[src/hw/rtl/ida_pkg.sv]
package ida_pkg;

    // samples per decision and frame layout
    localparam int SAMPLES_PER_DECISION = 10;
    localparam int FRAME_BYTES          = 13;

    localparam int SAMPLE_W = 12;
    localparam int BYTE_W   = 8;
    localparam int SUM_W    = 16;
    localparam int COUNT_W  = $clog2(SAMPLES_PER_DECISION + 1);
    localparam int POS_W    = 5;
    localparam int TARGET_W = 14;
    localparam int SLOPE_W  = 10;
    localparam int DIR_W    = 2;

    localparam int DEADBAND_W = 8;
    localparam int GAIN_W     = 16;
    localparam int OFFSET_W   = 24;
    localparam int CFG_DATA_W = 24;
    localparam int CFG_IDX_W  = 2;

    // register indexes
    localparam logic [CFG_IDX_W-1:0] REG_DEADBAND = 2'd0;
    localparam logic [CFG_IDX_W-1:0] REG_GAIN     = 2'd1;
    localparam logic [CFG_IDX_W-1:0] REG_OFFSET   = 2'd2;

    localparam logic [DEADBAND_W-1:0] DEADBAND_RST = 8'd5;
    localparam logic [GAIN_W-1:0]     GAIN_RST     = 16'd5073;
    localparam logic [OFFSET_W-1:0]   OFFSET_RST   = 24'd5153620;

    // item kinds
    localparam logic FUNC_SAMPLE = 1'b0;
    localparam logic FUNC_FRAME  = 1'b1;

    // motor commands
    localparam logic [DIR_W-1:0] DIR_STOP = 2'd0;
    localparam logic [DIR_W-1:0] DIR_UP   = 2'd1;
    localparam logic [DIR_W-1:0] DIR_DOWN = 2'd2;

    // frame decoding
    localparam logic [POS_W-1:0]  POS_MAX          = 5'd31;
    localparam logic [POS_W-1:0]  POS_OPCODE       = 5'd4;
    localparam logic [POS_W-1:0]  POS_SLOPE_LOW    = 5'd9;
    localparam logic [POS_W-1:0]  POS_SLOPE_HIGH   = 5'd10;
    localparam logic [POS_W-1:0]  POS_FRAME_END    = POS_W'(FRAME_BYTES);
    localparam logic [BYTE_W-1:0] OPCODE_SET_SLOPE = 8'h33;
    localparam int                SLOPE_BIAS       = 2000;

    // division by a constant through a reciprocal multiply
    localparam int DIV_SHIFT   = 21;
    localparam int AVG_RECIP_W = 22;
    localparam logic [AVG_RECIP_W-1:0] AVG_RECIP =
        AVG_RECIP_W'(((2 ** DIV_SHIFT) + SAMPLES_PER_DECISION - 1) / SAMPLES_PER_DECISION);
    localparam int FRAME_DIV     = 10;
    localparam int FRAME_RECIP_W = 18;
    localparam logic [FRAME_RECIP_W-1:0] FRAME_RECIP =
        FRAME_RECIP_W'(((2 ** DIV_SHIFT) + FRAME_DIV - 1) / FRAME_DIV);

    // scaling arithmetic
    localparam int FRAC_W = 16;
    localparam int PROD_W = SUM_W + GAIN_W + 1;
    localparam int NOW_W  = PROD_W - FRAC_W;
    localparam int DIFF_W = NOW_W + 1;
    localparam logic signed [NOW_W-1:0] NOW_MAX = NOW_W'((2 ** (SLOPE_W - 1)) - 1);
    localparam logic signed [NOW_W-1:0] NOW_MIN = -NOW_W'(2 ** (SLOPE_W - 1));

    typedef struct packed {
        logic [SUM_W-1:0]           sum;
        logic signed [TARGET_W-1:0] target;
    } acc_t;

    typedef struct packed {
        logic [SUM_W-1:0]           avg;
        logic signed [TARGET_W-1:0] target;
    } avg_t;

    typedef struct packed {
        logic signed [PROD_W-1:0]   prod;
        logic signed [TARGET_W-1:0] target;
    } scale_t;

endpackage

[src/hw/rtl/ida_frame.sv]
module ida_frame
    import ida_pkg::*;
(
    input  logic                       clk,
    input  logic                       rst_n,
    input  logic                       take,
    input  logic [BYTE_W-1:0]          frame_byte,
    input  logic                       frame_last,
    output logic signed [TARGET_W-1:0] target
);

    logic [POS_W-1:0]                 pos_reg;
    logic [POS_W-1:0]                 pos_next;
    logic [POS_W-1:0]                 pos_inc;
    logic [BYTE_W-1:0]                opcode_reg;
    logic [BYTE_W-1:0]                low_reg;
    logic [BYTE_W-1:0]                high_reg;
    logic signed [TARGET_W-1:0]       target_reg;
    logic signed [TARGET_W-1:0]       target_next;
    logic [2*BYTE_W-1:0]              raw;
    logic [2*BYTE_W+FRAME_RECIP_W-1:0] quot_prod;
    logic [TARGET_W-2:0]              quot;
    logic                             hit;

    always_comb
    begin
        pos_inc     = (pos_reg < POS_MAX) ? pos_reg + POS_W'(1) : pos_reg;
        pos_next    = frame_last ? '0 : pos_inc;
        raw         = {high_reg, low_reg};
        quot_prod   = (2*BYTE_W+FRAME_RECIP_W)'(raw) * (2*BYTE_W+FRAME_RECIP_W)'(FRAME_RECIP);
        quot        = quot_prod[DIV_SHIFT +: TARGET_W-1];
        hit         = frame_last && (pos_inc == POS_FRAME_END) && (opcode_reg == OPCODE_SET_SLOPE);
        target_next = hit ? $signed({1'b0, quot}) - $signed(TARGET_W'(SLOPE_BIAS)) : target_reg;
    end

    always_ff @(posedge clk or negedge rst_n)
    begin
        if (!rst_n)
        begin
            pos_reg    <= '0;
            opcode_reg <= '0;
            low_reg    <= '0;
            high_reg   <= '0;
            target_reg <= '0;
        end
        else if (take)
        begin
            pos_reg    <= pos_next;
            target_reg <= target_next;
            if (pos_reg == POS_OPCODE)
            begin
                opcode_reg <= frame_byte;
            end
            if (pos_reg == POS_SLOPE_LOW)
            begin
                low_reg <= frame_byte;
            end
            if (pos_reg == POS_SLOPE_HIGH)
            begin
                high_reg <= frame_byte;
            end
        end
    end

    assign target = target_reg;

endmodule

[src/hw/rtl/ida_accum.sv]
module ida_accum
    import ida_pkg::*;
(
    input  logic                       clk,
    input  logic                       rst_n,
    input  logic                       take,
    input  logic [SAMPLE_W-1:0]        sample,
    input  logic signed [TARGET_W-1:0] target,
    output logic                       free,
    output logic                       acc_valid,
    input  logic                       acc_ready,
    output acc_t                       acc_data
);

    logic [SUM_W-1:0]   sum_reg;
    logic [SUM_W-1:0]   sum_add;
    logic [COUNT_W-1:0] cnt_reg;
    logic [COUNT_W-1:0] cnt_inc;
    logic               done;
    logic               valid_reg;
    acc_t               data_reg;

    always_comb
    begin
        sum_add = sum_reg + SUM_W'(sample);
        cnt_inc = cnt_reg + COUNT_W'(1);
        done    = (cnt_inc == COUNT_W'(SAMPLES_PER_DECISION));
    end

    always_ff @(posedge clk or negedge rst_n)
    begin
        if (!rst_n)
        begin
            sum_reg   <= '0;
            cnt_reg   <= '0;
            valid_reg <= 1'b0;
        end
        else
        begin
            if (take && done)
            begin
                sum_reg   <= '0;
                cnt_reg   <= '0;
                valid_reg <= 1'b1;
            end
            else
            begin
                if (take)
                begin
                    sum_reg <= sum_add;
                    cnt_reg <= cnt_inc;
                end
                if (acc_ready)
                begin
                    valid_reg <= 1'b0;
                end
            end
        end
    end

    // group result, no reset needed
    always_ff @(posedge clk)
    begin
        if (take && done)
        begin
            data_reg.sum    <= sum_add;
            data_reg.target <= target;
        end
    end

    assign free      = !valid_reg || acc_ready;
    assign acc_valid = valid_reg;
    assign acc_data  = data_reg;

endmodule

[src/hw/rtl/ida_scale.sv]
module ida_scale
    import ida_pkg::*;
(
    input  logic                clk,
    input  logic                rst_n,
    input  logic                acc_valid,
    output logic                acc_ready,
    input  acc_t                acc_data,
    input  logic [GAIN_W-1:0]   gain_q16,
    input  logic [OFFSET_W-1:0] offset_q16,
    output logic                scl_valid,
    input  logic                scl_ready,
    output scale_t              scl_data
);

    logic                          avg_valid_reg;
    avg_t                          avg_reg;
    logic                          prod_valid_reg;
    scale_t                        prod_reg;
    logic                          avg_free;
    logic                          prod_free;
    logic [SUM_W+AVG_RECIP_W-1:0]  div_prod;
    logic [SUM_W+GAIN_W-1:0]       gain_prod;
    logic signed [PROD_W-1:0]      prod_next;

    assign prod_free = !prod_valid_reg || scl_ready;
    assign avg_free  = !avg_valid_reg || prod_free;

    always_comb
    begin
        // sum / SAMPLES_PER_DECISION
        div_prod  = (SUM_W+AVG_RECIP_W)'(acc_data.sum) * (SUM_W+AVG_RECIP_W)'(AVG_RECIP);
        // avg * gain - offset, Q16
        gain_prod = (SUM_W+GAIN_W)'(avg_reg.avg) * (SUM_W+GAIN_W)'(gain_q16);
        prod_next = $signed({1'b0, gain_prod}) - $signed(PROD_W'(offset_q16));
    end

    always_ff @(posedge clk or negedge rst_n)
    begin
        if (!rst_n)
        begin
            avg_valid_reg  <= 1'b0;
            prod_valid_reg <= 1'b0;
        end
        else
        begin
            if (avg_free)
            begin
                avg_valid_reg <= acc_valid;
            end
            if (prod_free)
            begin
                prod_valid_reg <= avg_valid_reg;
            end
        end
    end

    always_ff @(posedge clk)
    begin
        if (avg_free && acc_valid)
        begin
            avg_reg.avg    <= div_prod[DIV_SHIFT +: SUM_W];
            avg_reg.target <= acc_data.target;
        end
        if (prod_free && avg_valid_reg)
        begin
            prod_reg.prod   <= prod_next;
            prod_reg.target <= avg_reg.target;
        end
    end

    assign acc_ready = avg_free;
    assign scl_valid = prod_valid_reg;
    assign scl_data  = prod_reg;

endmodule

[src/hw/rtl/ida_decide.sv]
module ida_decide
    import ida_pkg::*;
(
    input  logic                       clk,
    input  logic                       rst_n,
    input  logic                       scl_valid,
    output logic                       scl_ready,
    input  scale_t                     scl_data,
    input  logic [DEADBAND_W-1:0]      deadband,
    output logic                       res_valid,
    input  logic                       res_ready,
    output logic [DIR_W-1:0]           res_dir,
    output logic signed [SLOPE_W-1:0]  res_slope,
    output logic signed [TARGET_W-1:0] res_target
);

    logic                       valid_reg;
    logic [DIR_W-1:0]           dir_reg;
    logic [DIR_W-1:0]           dir_next;
    logic signed [SLOPE_W-1:0]  slope_reg;
    logic signed [SLOPE_W-1:0]  slope_next;
    logic signed [TARGET_W-1:0] target_reg;
    logic                       neg;
    logic [PROD_W-1:0]          mag;
    logic [NOW_W-1:0]           mag_sh;
    logic signed [NOW_W-1:0]    now;
    logic signed [DIFF_W-1:0]   diff;
    logic signed [DIFF_W-1:0]   db;
    logic                       free;

    assign free = !valid_reg || res_ready;

    always_comb
    begin
        // truncate toward zero
        neg    = scl_data.prod[PROD_W-1];
        mag    = neg ? (~scl_data.prod + PROD_W'(1)) : scl_data.prod;
        mag_sh = mag[PROD_W-1:FRAC_W];
        now    = neg ? -$signed(mag_sh) : $signed(mag_sh);

        diff = DIFF_W'(scl_data.target) - DIFF_W'(now);
        db   = $signed(DIFF_W'(deadband));
        if (diff > db)
        begin
            dir_next = DIR_UP;
        end
        else if (diff < -db)
        begin
            dir_next = DIR_DOWN;
        end
        else
        begin
            dir_next = DIR_STOP;
        end

        if (now > NOW_MAX)
        begin
            slope_next = NOW_MAX[SLOPE_W-1:0];
        end
        else if (now < NOW_MIN)
        begin
            slope_next = NOW_MIN[SLOPE_W-1:0];
        end
        else
        begin
            slope_next = now[SLOPE_W-1:0];
        end
    end

    always_ff @(posedge clk or negedge rst_n)
    begin
        if (!rst_n)
        begin
            valid_reg <= 1'b0;
        end
        else if (free)
        begin
            valid_reg <= scl_valid;
        end
    end

    always_ff @(posedge clk)
    begin
        if (free && scl_valid)
        begin
            dir_reg    <= dir_next;
            slope_reg  <= slope_next;
            target_reg <= scl_data.target;
        end
    end

    assign scl_ready  = free;
    assign res_valid  = valid_reg;
    assign res_dir    = dir_reg;
    assign res_slope  = slope_reg;
    assign res_target = target_reg;

endmodule

[src/hw/rtl/incline_deadband_actuator.sv]
// incline deadband actuator
//
// input channel (in_valid / in_ready) carries one request per accepted
// item: func selects a sensor sample (sample) or a control frame byte
// (frame_byte, frame_last). frame bytes update the target incline when a
// 13-byte set-slope frame closes and never produce an output request.
// every tenth sample closes a group; the group average is scaled to the
// current incline and compared with the target through the deadband.
// output channel (out_valid / out_ready) then carries one request with the
// motor command, drive lines, saturated current incline and target.
//
// throughput: one item per cycle while in_ready is high. after the group's
// last sample is accepted, the group is registered at that edge, then come divide by
// reciprocal, gain multiply and offset, and decide, each in its own stage.
// a stalled receiver holds the request on the output register; the stages
// behind it keep filling, and in_ready drops only once all four are full.
// reset clears the sum, count, frame state, target (0) and all valid bits,
// and loads deadband 5, gain 5073, offset 5153620.
// cfg_we writes cfg_data to register cfg_index at once (0 deadband,
// 1 gain, 2 offset); write only while no request is in flight.
module incline_deadband_actuator
    import ida_pkg::*;
(
    input  logic                       clk,
    input  logic                       rst_n,

    // configuration writes
    input  logic                       cfg_we,
    input  logic [CFG_IDX_W-1:0]       cfg_index,
    input  logic [CFG_DATA_W-1:0]      cfg_data,

    // input requests
    input  logic                       in_valid,
    output logic                       in_ready,
    input  logic                       func,
    input  logic [SAMPLE_W-1:0]        sample,
    input  logic [BYTE_W-1:0]          frame_byte,
    input  logic                       frame_last,

    // output requests
    output logic                       out_valid,
    input  logic                       out_ready,
    output logic [DIR_W-1:0]           direction,
    output logic                       motor_a,
    output logic                       motor_b,
    output logic signed [SLOPE_W-1:0]  current_slope,
    output logic signed [TARGET_W-1:0] target_slope_out
);

    logic [DEADBAND_W-1:0]      deadband_reg;
    logic [GAIN_W-1:0]          gain_reg;
    logic [OFFSET_W-1:0]        offset_reg;

    logic                       accepted;
    logic                       take_sample;
    logic                       take_frame;
    logic signed [TARGET_W-1:0] target;

    logic                       acc_valid;
    logic                       acc_ready;
    acc_t                       acc_data;
    logic                       scl_valid;
    logic                       scl_ready;
    scale_t                     scl_data;

    // configuration registers
    always_ff @(posedge clk or negedge rst_n)
    begin
        if (!rst_n)
        begin
            deadband_reg <= DEADBAND_RST;
            gain_reg     <= GAIN_RST;
            offset_reg   <= OFFSET_RST;
        end
        else if (cfg_we)
        begin
            unique case (cfg_index)
                REG_DEADBAND: deadband_reg <= cfg_data[DEADBAND_W-1:0];
                REG_GAIN:     gain_reg     <= cfg_data[GAIN_W-1:0];
                REG_OFFSET:   offset_reg   <= cfg_data[OFFSET_W-1:0];
                default:      ;
            endcase
        end
    end

    // item kind split
    assign accepted    = in_valid && in_ready;
    assign take_sample = accepted && (func == FUNC_SAMPLE);
    assign take_frame  = accepted && (func == FUNC_FRAME);

    // frame parser, holds the target in force
    ida_frame u_frame (
        .clk        (clk),
        .rst_n      (rst_n),
        .take       (take_frame),
        .frame_byte (frame_byte),
        .frame_last (frame_last),
        .target     (target)
    );

    // sample accumulator, first pipeline stage
    ida_accum u_accum (
        .clk       (clk),
        .rst_n     (rst_n),
        .take      (take_sample),
        .sample    (sample),
        .target    (target),
        .free      (in_ready),
        .acc_valid (acc_valid),
        .acc_ready (acc_ready),
        .acc_data  (acc_data)
    );

    // average and q16 scaling, two stages
    ida_scale u_scale (
        .clk        (clk),
        .rst_n      (rst_n),
        .acc_valid  (acc_valid),
        .acc_ready  (acc_ready),
        .acc_data   (acc_data),
        .gain_q16   (gain_reg),
        .offset_q16 (offset_reg),
        .scl_valid  (scl_valid),
        .scl_ready  (scl_ready),
        .scl_data   (scl_data)
    );

    // deadband decision and output register
    ida_decide u_decide (
        .clk        (clk),
        .rst_n      (rst_n),
        .scl_valid  (scl_valid),
        .scl_ready  (scl_ready),
        .scl_data   (scl_data),
        .deadband   (deadband_reg),
        .res_valid  (out_valid),
        .res_ready  (out_ready),
        .res_dir    (direction),
        .res_slope  (current_slope),
        .res_target (target_slope_out)
    );

    // drive lines follow the command
    assign motor_a = (direction == DIR_UP);
    assign motor_b = (direction == DIR_DOWN);

endmodule

[config.mk]
export PLATFORM = sky130hd
export DESIGN_NAME = incline_deadband_actuator
export DESIGN_NICKNAME = d
export VERILOG_FILES = /design/src/hw/rtl/ida_pkg.sv /design/src/hw/rtl/ida_frame.sv /design/src/hw/rtl/ida_accum.sv /design/src/hw/rtl/ida_scale.sv /design/src/hw/rtl/ida_decide.sv /design/src/hw/rtl/incline_deadband_actuator.sv
export SDC_FILE = /design/constraint.sdc
export NUM_CORES = 1
export LEC_CHECK = 0
export BUFFER_PORTS_ARGS = -buffer_cell sky130_fd_sc_hd__buf_2
export CORE_MARGIN = 3
export CORE_UTILIZATION = 30
export CTS_CLUSTER_DIAMETER = 100
export DETAILED_ROUTE_END_ITERATION = 8
export PLACE_DENSITY = 0.44
export SYNTH_ARGS = -nofsm -noshare
export SYNTH_HDL_FRONTEND = slang
export SYNTH_SLANG_ARGS = --single-unit
[constraint.sdc]
create_clock -name clk -period 9.9 [get_ports clk]
set_clock_uncertainty 0.05 [all_clocks]
set_input_delay 2.97 -clock clk [delete_from_list [all_inputs] [get_ports clk]]
set_output_delay 2.97 -clock clk [all_outputs]
set_load 0.05 [all_outputs]
==> results.py, run 1 <==
metrics = {
    "final_layout": {
        "drive_gt1_frac": 0.08925,
        "most-common-layout-cells": "534 x inv_1, 423 x ha_1, 319 x fa_1",
        "layout.cells.most_common": "inv_1",
        "layout.nets": 3627,
        "fin_area_um2": 30940,
        "areaGrowthSynthToFinish_pct": 10.26,
        "instances_no_fill": 4102,
        "largest_reg_flops": 47,
        "fillerInstances": 9493,
    },
    "setup_path": {
        "timing.reg2reg.setup_slack_ns": 2.08,
        "critPathCaptureType": "flip-flop",
        "timing.critical_path.required_ns": 10.19,
        "timing.critical_path.arrival_ns": 8.11,
        "crit_path_end": "u_scale.scl_data[41]",
        "crit_path_max_fanout": 16,
        "reg2reg_from": "u_scale.avg_reg[23]",
        "timing.setup.critical_path_class": "flip-flop to flip-flop",
        "timing.critical_path.from": "u_scale.avg_reg[23]",
        "crit_path_start_kind": "flip-flop",
        "r2r_cells": 26,
        "regToRegEndpoint": "u_scale.scl_data[41]",
    },
    "sta": {
        "finalCriticalPeriod_ns": 7.818,
        "rsz_0062_raised_after_global_routing": "false",
        "timing.final.max_slew_violations": 0,
        "final_min_period_over_clock_period": 0.7897,
        "tightest_slew_ns": 1.185,
        "maxSlewHeadroom": 0.2075,
        "final-hold-violation-count": 0,
        "setup_tns_ns": 0,
        "max_clock_freq_mhz": 127.9,
        "timing.final.setup_violations": 0,
    },
    "clock_network": {
        "ctsHoldBuffers": 0,
        "clock_latency_ns": 0.61,
        "cts_max_level": 1,
        "clk_root_buffer_cell": "clkbuf_16",
        "cts_num_sinks": 245,
        "cts_tree": "done",
        "post_cts_resized": 0,
        "worst_setup_hold_path_clk_slew_ns": 0.06,
        "cts-buffers-inserted": 31,
        "clockBufferDepth": 3,
        "cts_post_setup_buffers_inserted": 0,
    },
    "route": {
        "post_detailed_route_wirelength_per_cell_um": 17.00,
        "total_wire_length_um": 69730,
        "drt-vias-per-instance": 4.641,
        "route.antenna.remaining_nets": 0,
        "post-route-drc-count": 0,
        "vias": 19040,
        "drt_iter0_markers": 780,
        "drt-pass1-iter-count": 5,
    },
    "worst_hold_path": {
        "hp-class": "flip-flop to flip-flop",
    },
    "yosys": {
        "asyncSetResetFlopFracSynth": 0.4694,
        "ys_seq_elements": 245,
        "synth_area_um2": 28060,
        "synthCells": 2760,
        "avgSynthCellArea_um2": 10.17,
        "yosysUniqueCellTypes": 76,
        "synthFlopType": "edfxtp_1",
        "yosysSeqAreaShare": 0.2426,
        "synth_enable_flop_cells": 130,
        "synth_area_leader_cell": "fa_1",
        "synth_largest_type_area_fraction": 0.2276,
        "syn-num-nets": 3555,
        "synth.area.top_cells": "fa_1 23%, ha_1 19%, edfxtp_1 14%, dfrtp_1 8.5%, inv_1 7.1%",
        "synthesis.yosys.warnings": 0,
    },
    "floorplanning": {
        "die_w_um": 311.8,
        "boundaryPins": 83,
        "starting_density_of_the_core": 0.3043,
        "rows": 111,
        "fp.coreArea_um2": 92220,
        "die_h_um": 311.8,
        "die_area_um2": 97230,
    },
    "global_route": {
        "grt_start_max_net_pins": 65,
        "grt_overall_usage": 0.1442,
        "first_pass_grt_wire_length_um": 112500,
        "grt_antenna_before_repair": 9,
        "number_of_global_route_vias_before_repair": 20110,
        "global_route.overflow_total": 0,
    },
    "placement": {
        "globalplace.congestion": 0.8701,
        "number_of_buffers_added_on_ports": 82,
        "dp_hpwl_um": 58130,
        "post-place-cells": 4042,
        "post_dp_cell_area_um2": 29890,
    },
    "run_status": {
        "outcome": "finished, final reports clean",
    },
    "flow_run": {
        "max_capacitance_violation_total": 0,
    },
}
logic make-up after synthesis:
logic type | share of synthesized area
XOR/XNOR | 0.04120
adder cells (fa/ha/maj) | 0.4162
multiplexers | 0.02863
flip-flops | 0.2426
AO/OA/AOI/OAI | 0.08370
buffers and inverters | 0.07844
AND/OR/NAND/NOR | 0.1092
through the flow:
step                hold slack [ns]  setup slack, ns    util
floorplan                    0.3503            2.605       -
global placement             0.3516            2.057  0.3241
detailed placement           0.3545            2.059  0.3241
CTS                          0.3453            2.053  0.3354
global route                 0.3679            1.489  0.3355
finish                       0.3605            2.082  0.3355
cell usage after synthesis, types with 20 or more instances:
library cell,instances
o21a_1,26
nand3_1,39
and2_1,101
clkbuf_1,46
inv_1,534
nor2_1,102
xnor2_1,89
ha_1,423
o21ai_0,97
dfrtp_1,95
fa_1,319
a21oi_1,95
xor2_1,43
nor3_1,32
edfxtp_1,130
nor2b_1,28
mux2_2,66
nand2_1,220
a21o_1,22
dfstp_2,20
critical path, cell delays in order (launching register included):
cell and delay (ns):
edfxtp_1 0.73, nand2_1 0.16, fa_1 0.56, inv_1 0.05, fa_1 0.48, fa_1 0.53, fa_1 0.55, inv_1 0.06
fa_1 0.52, inv_1 0.04, ha_1 0.36, a211oi_1 0.24, nor2_1 0.10, o41ai_1 0.31, o21ai_0 0.26, a21o_1 0.23
a211o_1 0.28, and2_1 0.15, ha_1 0.32, o21ai_0 0.12, nor2_1 0.16, nand2_1 0.08, o311ai_0 0.32, o211ai_1 0.18
o21ai_0 0.43, nor3_1 0.11, xor2_1 0.17
worst min path at each step:
stage	startpoint	to	slack (ns)	depth (start not counted)
after global placement	u_scale.avg_reg[8]	u_scale.scl_data[8]	0.35	0
after detailed placement	u_scale.avg_reg[13]	u_scale.scl_data[13]	0.35	0
after CTS	u_scale.avg_reg[3]	u_scale.scl_data[3]	0.35	0
after floorplan	u_accum.acc_data[0]	u_scale.avg_reg[0]	0.35	0
final	u_scale.avg_reg[1]	u_scale.scl_data[1]	0.36	0
after global routing	u_scale.avg_reg[2]	u_scale.scl_data[2]	0.37	0
layout make-up:
| type | count | area, µm² | area share |
|---|---|---|---|
| antenna | 2 | 5.005 | 0.0001618 |
| clock buffer | 37 | 838.3 | 0.02710 |
| clock inverter | 21 | 202.7 | 0.006552 |
| inverter | 535 | 2008 | 0.06491 |
| multi-input combinational | 1931 | 19060 | 0.6161 |
| sequential | 245 | 6807 | 0.2200 |
| tap | 1243 | 1555 | 0.05027 |
| timing repair buffer | 88 | 461.7 | 0.01492 |
metal layers:
layer / track usage / wire [µm] / share of wire / up-vias
li1: - / - / - / 9257
met1: 0.2062 / 34200 / 0.49 / 9428
met2: 0.2363 / 31950 / 0.46 / 275
met3: 0.02228 / 2662 / 0.038 / 67
met4: 0.01872 / 852 / 0.012 / 10
met5: 0 / 66 / 0.00095 / -
Power of run 1 is not shown: default switching activity piles up to over one toggle a cycle in this logic, so the estimate is an artifact.
==> run 2, diff against run 1 <==
Settings changed: ABC_AREA set to 1.
Clock period 9.9 ns to 7.8 ns, I/O delays scaled along.
==> results.py, run 2 <==
metrics = {
    "clock_network": {
        "cts_num_sinks": 245,
        "ctsHoldBuffers": 0,
        "clk_root_buffer_cell": "clkbuf_16",
        "cts_tree": "done",
        "post_cts_resized": 0,
        "clockBufferDepth": 3,
        "cts-buffers-inserted": 29,
        "cts_post_setup_buffers_inserted": 0,
        "clock_latency_ns": 0.59,
        "cts_max_level": 1,
        "worst_setup_hold_path_clk_slew_ns": 0.06,
    },
    "yosys": {
        "synth.area.top_cells": "fa_1 21%, ha_1 18%, edfxtp_1 13%, inv_1 10%, nand2_1 8.3%",
        "asyncSetResetFlopFracSynth": 0.4694,
        "synth_fa_ha_area_frac": 0.3894,
        "synthesis.yosys.warnings": 0,
        "muxShareOfSynthArea": 0,
        "avgSynthCellArea_um2": 8.538,
        "synth_area_leader_cell": "fa_1",
        "synthCells": 3513,
        "synthXorXnorAreaFrac": 0.03675,
        "synth_simple_gate_area_frac": 0.1559,
        "ys_seq_elements": 245,
        "synth_largest_type_area_fraction": 0.2129,
        "yosysUniqueCellTypes": 52,
        "main_combinational_cell_family_by_area_after_synthesis": "adder cells",
        "syn-num-nets": 4308,
        "synth_area_um2": 29990,
        "synth_enable_flop_cells": 130,
        "synth-compound-area-share": 0.07792,
        "yosysSeqAreaShare": 0.2269,
        "synth.top_cells.by_count": "815 x inv_1, 662 x nand2_1, 423 x ha_1",
        "synthFlopType": "edfxtp_1",
        "yosys.cell_count.top_type": "inv_1",
    },
    "route": {
        "drt-vias-per-instance": 4.460,
        "drt-pass1-iter-count": 5,
        "total_wire_length_um": 77600,
        "route.antenna.remaining_nets": 0,
        "vias": 21800,
        "post-route-drc-count": 0,
        "drt_iter0_markers": 970,
        "post_detailed_route_wirelength_per_cell_um": 15.88,
    },
    "final_layout": {
        "layout.nets": 4370,
        "layout.area.seq_um2": 6807,
        "drive_gt1_frac": 0.07310,
        "areaGrowthSynthToFinish_pct": 9.473,
        "layout.cells.most_common": "inv_1",
        "most-common-layout-cells": "814 x inv_1, 662 x nand2_1, 423 x ha_1",
        "fillerInstances": 10520,
        "multi_input_area_um2": 19800,
        "largest_reg_flops": 47,
    },
    "sta": {
        "maxSlewHeadroom": 0.2972,
        "tightest_slew_ns": 1.054,
        "timing.final.setup_violations": 0,
        "final-hold-violation-count": 0,
        "rsz_0062_raised_after_global_routing": "false",
        "setup_tns_ns": 0,
        "max_clock_freq_mhz": 141.1,
        "timing.final.max_slew_violations": 0,
        "final_min_period_over_clock_period": 0.9083,
        "finalCriticalPeriod_ns": 7.085,
    },
    "placement": {
        "dp_hpwl_um": 66300,
        "number_of_buffers_added_on_ports": 82,
        "globalplace.congestion": 0.8444,
    },
    "setup_path": {
        "critPathCaptureType": "flip-flop",
        "crit_top_cell": "fa_1",
        "worst_path_max_delay_cell": "edfxtp_1",
        "reg2reg_from": "u_scale.avg_reg[20]",
        "r2r_cells": 26,
        "cp_num_cells": 26,
        "timing.reg2reg.setup_slack_ns": 0.72,
        "cp_num_buf_inv": 4,
        "timing.critical_path.arrival_ns": 7.35,
        "crit_path_max_fanout": 16,
        "timing.setup.critical_path_class": "flip-flop to flip-flop",
        "critical-path-top-delay-family": "adder cells",
        "crit_path_start_kind": "flip-flop",
        "timing.critical_path.from": "u_scale.avg_reg[20]",
        "timing.critical_path.required_ns": 8.07,
        "crit_path_max_incr_delay_ns": 0.74,
    },
    "worst_hold_path": {
        "hold_depth": 0,
        "hp-class": "flip-flop to flip-flop",
        "timing.hold.worst.start": "u_scale.avg_reg[4]",
    },
    "global_route": {
        "grt_overall_usage": 0.1534,
        "global_route.overflow_total": 0,
        "grt_start_max_net_pins": 63,
        "number_of_global_route_vias_before_repair": 22880,
        "first_pass_grt_wire_length_um": 126600,
        "grt_antenna_before_repair": 5,
    },
    "floorplanning": {
        "die_h_um": 322.2,
        "die_w_um": 322.2,
        "fp.coreArea_um2": 98710,
        "rows": 115,
        "boundaryPins": 83,
        "starting_density_of_the_core": 0.3039,
        "die_area_um2": 103800,
    },
    "flow_run": {
        "max_capacitance_violation_total": 0,
    },
    "run_status": {
        "outcome": "finished, final reports clean",
    },
}
-- run 2: logic make-up (layout without fill, tap and decap cells) --
logic type / after synthesis / in the layout
other cells: 0 / 3
buf+inv: 901 / 986
simple gates: 1082 / 1082
flops: 245 / 245
xor+xnor: 125 / 125
fa+ha+maj: 742 / 742
compound gates: 418 / 418
-- run 2: final cells by class --
type,count,share of cell area
antenna,3,0.0002286
multi-input combinational,2367,0.6031
clock buffer,35,0.02279
clock inverter,19,0.005906
tap,1287,0.04904
timing repair buffer,98,0.01635
sequential,245,0.2073
inverter,834,0.09534
-- run 2: metal layers --
layer,GRT usage,part of all wire
met5,0,0.00035
met2,0.2537,0.45
met4,0.02666,0.017
met3,0.02027,0.034
met1,0.2170,0.50
-- run 2: worst paths after layout --
check,to
worst max-delay path,u_scale.scl_data[45]
worst min-delay path,u_scale.scl_data[4]
worst max register to register,u_scale.scl_data[45]
worst min register to register,u_scale.scl_data[4]
max in group asynchronous,offset_reg[20]
min in group asynchronous,u_frame.target[12]
-- run 2: per-stage QoR --
stage / hold slack, ns / setup slack, ns / instance area, µm² / cells / util
after CTS: 0.3659 / 0.6617 / 32830 / 4885 / 0.3326
after detailed placement: 0.3545 / 0.6475 / 31890 / 4831 / 0.3230
after global routing: 0.3692 / 0.1032 / 32830 / 4885 / 0.3326
final: 0.3636 / 0.7152 / 32840 / 4888 / 0.3327
after floorplan: 0.3503 / 1.114 / 29990 / 3513 / -
after global placement: 0.3512 / 0.7665 / 31890 / 4831 / 0.3230
Power of run 2 is left out for the same reason.
==> run 3, diff against run 2 <==
Settings changed: ABC_AREA 1 to 0, CTS_CLUSTER_SIZE set to 28.
==> results.py, run 3 (same netlist as run 1, synthesis figures left out) <==
metrics = {
    "clock_network": {
        "ctsHoldBuffers": 0,
        "clockBufferDepth": 3,
        "clk_root_buffer_cell": "clkbuf_16",
        "cts_tree": "done",
        "cts-buffers-inserted": 18,
        "worst_setup_hold_path_clk_slew_ns": 0.10,
        "clock_latency_ns": 0.55,
        "cts_max_level": 1,
        "cts_num_sinks": 245,
    },
    "route": {
        "vias": 18940,
        "drt-vias-per-instance": 4.603,
        "drt-pass1-iter-count": 5,
        "drt_iter0_markers": 824,
        "total_wire_length_um": 69470,
        "post-route-drc-count": 0,
        "post_detailed_route_wirelength_per_cell_um": 16.88,
        "route.antenna.remaining_nets": 0,
    },
    "final_layout": {
        "fin_area_um2": 30900,
        "layout.nets": 3653,
        "fillerInstances": 9484,
        "areaGrowthSynthToFinish_pct": 10.13,
        "largest_reg_flops": 47,
        "layout.cells.most_common": "inv_1",
        "most-common-layout-cells": "534 x inv_1, 423 x ha_1, 319 x fa_1",
        "instances_no_fill": 4115,
        "drive_gt1_frac": 0.09547,
    },
    "global_route": {
        "number_of_global_route_vias_before_repair": 20110,
        "global_route.overflow_total": 0,
        "grt_start_max_net_pins": 59,
        "grt_overall_usage": 0.1440,
        "first_pass_grt_wire_length_um": 112500,
        "grt_antenna_before_repair": 9,
    },
    "placement": {
        "globalplace.congestion": 0.8655,
        "post-place-cells": 4066,
        "number_of_buffers_added_on_ports": 82,
        "post_dp_cell_area_um2": 30070,
        "dp_hpwl_um": 58310,
        "dp_slack_ns": 0.1713,
    },
    "sta": {
        "timing.final.max_slew_violations": 0,
        "finalWorstSetupSlack_ns": 0.4470,
        "rsz_0062_raised_after_global_routing": "false",
        "final-hold-violation-count": 0,
        "timing.final.setup_violations": 0,
        "maxSlewHeadroom": 0.1712,
        "setup_tns_ns": 0,
        "final_min_period_over_clock_period": 0.9427,
        "finalCriticalPeriod_ns": 7.353,
        "max_clock_freq_mhz": 136.0,
        "tightest_slew_ns": 1.239,
    },
    "floorplanning": {
        "boundaryPins": 83,
        "fp.coreArea_um2": 92220,
        "rows": 111,
        "starting_density_of_the_core": 0.3043,
        "die_area_um2": 97230,
        "die_h_um": 311.8,
        "die_w_um": 311.8,
    },
    "setup_path": {
        "timing.critical_path.required_ns": 8.03,
        "crit_path_max_incr_delay_ns": 0.56,
        "critPathCaptureType": "flip-flop",
        "worst_path_max_delay_cell": "edfxtp_1",
        "crit_path_start_kind": "flip-flop",
        "reg2reg_from": "u_scale.avg_reg[15]",
        "timing.critical_path.arrival_ns": 7.59,
        "timing.critical_path.from": "u_scale.avg_reg[15]",
        "crit_path_max_fanout": 12,
        "timing.setup.critical_path_class": "flip-flop to flip-flop",
    },
    "worst_hold_path": {
        "timing.hold.worst.start": "u_scale.avg_reg[2]",
        "hp-class": "flip-flop to flip-flop",
    },
    "flow_run": {
        "max_capacitance_violation_total": 0,
    },
    "run_status": {
        "outcome": "finished, final reports clean",
    },
}
==> run 3: cell count changes in the layout (fill, tap and decap cells not counted), sizes merged, moves of 47 or more <==
cell	change
nand3	-70
and2	+96
xor2	-47
nor2	-97
inv	-297
xnor2	+54
nand2	-467
o21ai	-59
a21oi	-75
mux2	+66
==> run 3: what timing repair did <==
item                       4_1_cts  5_1_grt
buffers inserted                 0       15
gates resized for setup          0        8
setup endpoints to repair        0       10
==> run 3: final timing paths <==
path	end	slack [ns]	depth (start not counted)
max in group asynchronous	u_frame.low_reg[7]	4.67	2
min in group asynchronous	offset_reg[20]	1.74	1
max reg2reg	u_scale.scl_data[40]	0.45	29
min	u_scale.scl_data[2]	0.38	0
min reg2reg	u_scale.scl_data[2]	0.38	0
max	u_scale.scl_data[40]	0.45	29
==> run 3: critical path, delay by kind of cell (launching register included) <==
| family | cells | cell delay, ns |
|---|---|---|
| AOI/OAI and AO/OA | 12 | 2.49 |
| xor gates and xnor gates | 2 | 0.22 |
| adders and majority gates | 7 | 2.93 |
| buffers and inverters | 4 | 0.20 |
| DFF | 1 | 0.56 |
| and+or+nand+nor | 4 | 0.65 |
==> run 3: layer usage <==
metal,GRT usage,part of all wire,vias to the layer above
met5,0,0.00081,-
met4,0.02889,0.022,8
met3,0.01942,0.035,65
met2,0.2355,0.46,263
met1,0.2041,0.48,9336
li1,-,-,9271
==> run 3: final cells by class <==
class                   instances  area, µm²  area share
multi-input cells            1931      19070      0.6170
flip-flops and latches        245       6813      0.2205
inverters                     535       2008     0.06499
well taps                    1243       1555     0.05033
repair buffers                127      754.5     0.02442
clock buffers                  20      500.5     0.01620
clock inverters                12      197.7    0.006398
diodes                          2      5.005   0.0001620
==> run 3: per-stage QoR <==
step	utilization	hold WS (ns)
floorplan	-	0.3503
global placement	0.3261	0.3517
detailed placement	0.3261	0.3545
CTS	0.3337	0.3806
global route	0.3351	0.3837
finish	0.3351	0.3767
Power of run 3 is left out for the same reason.
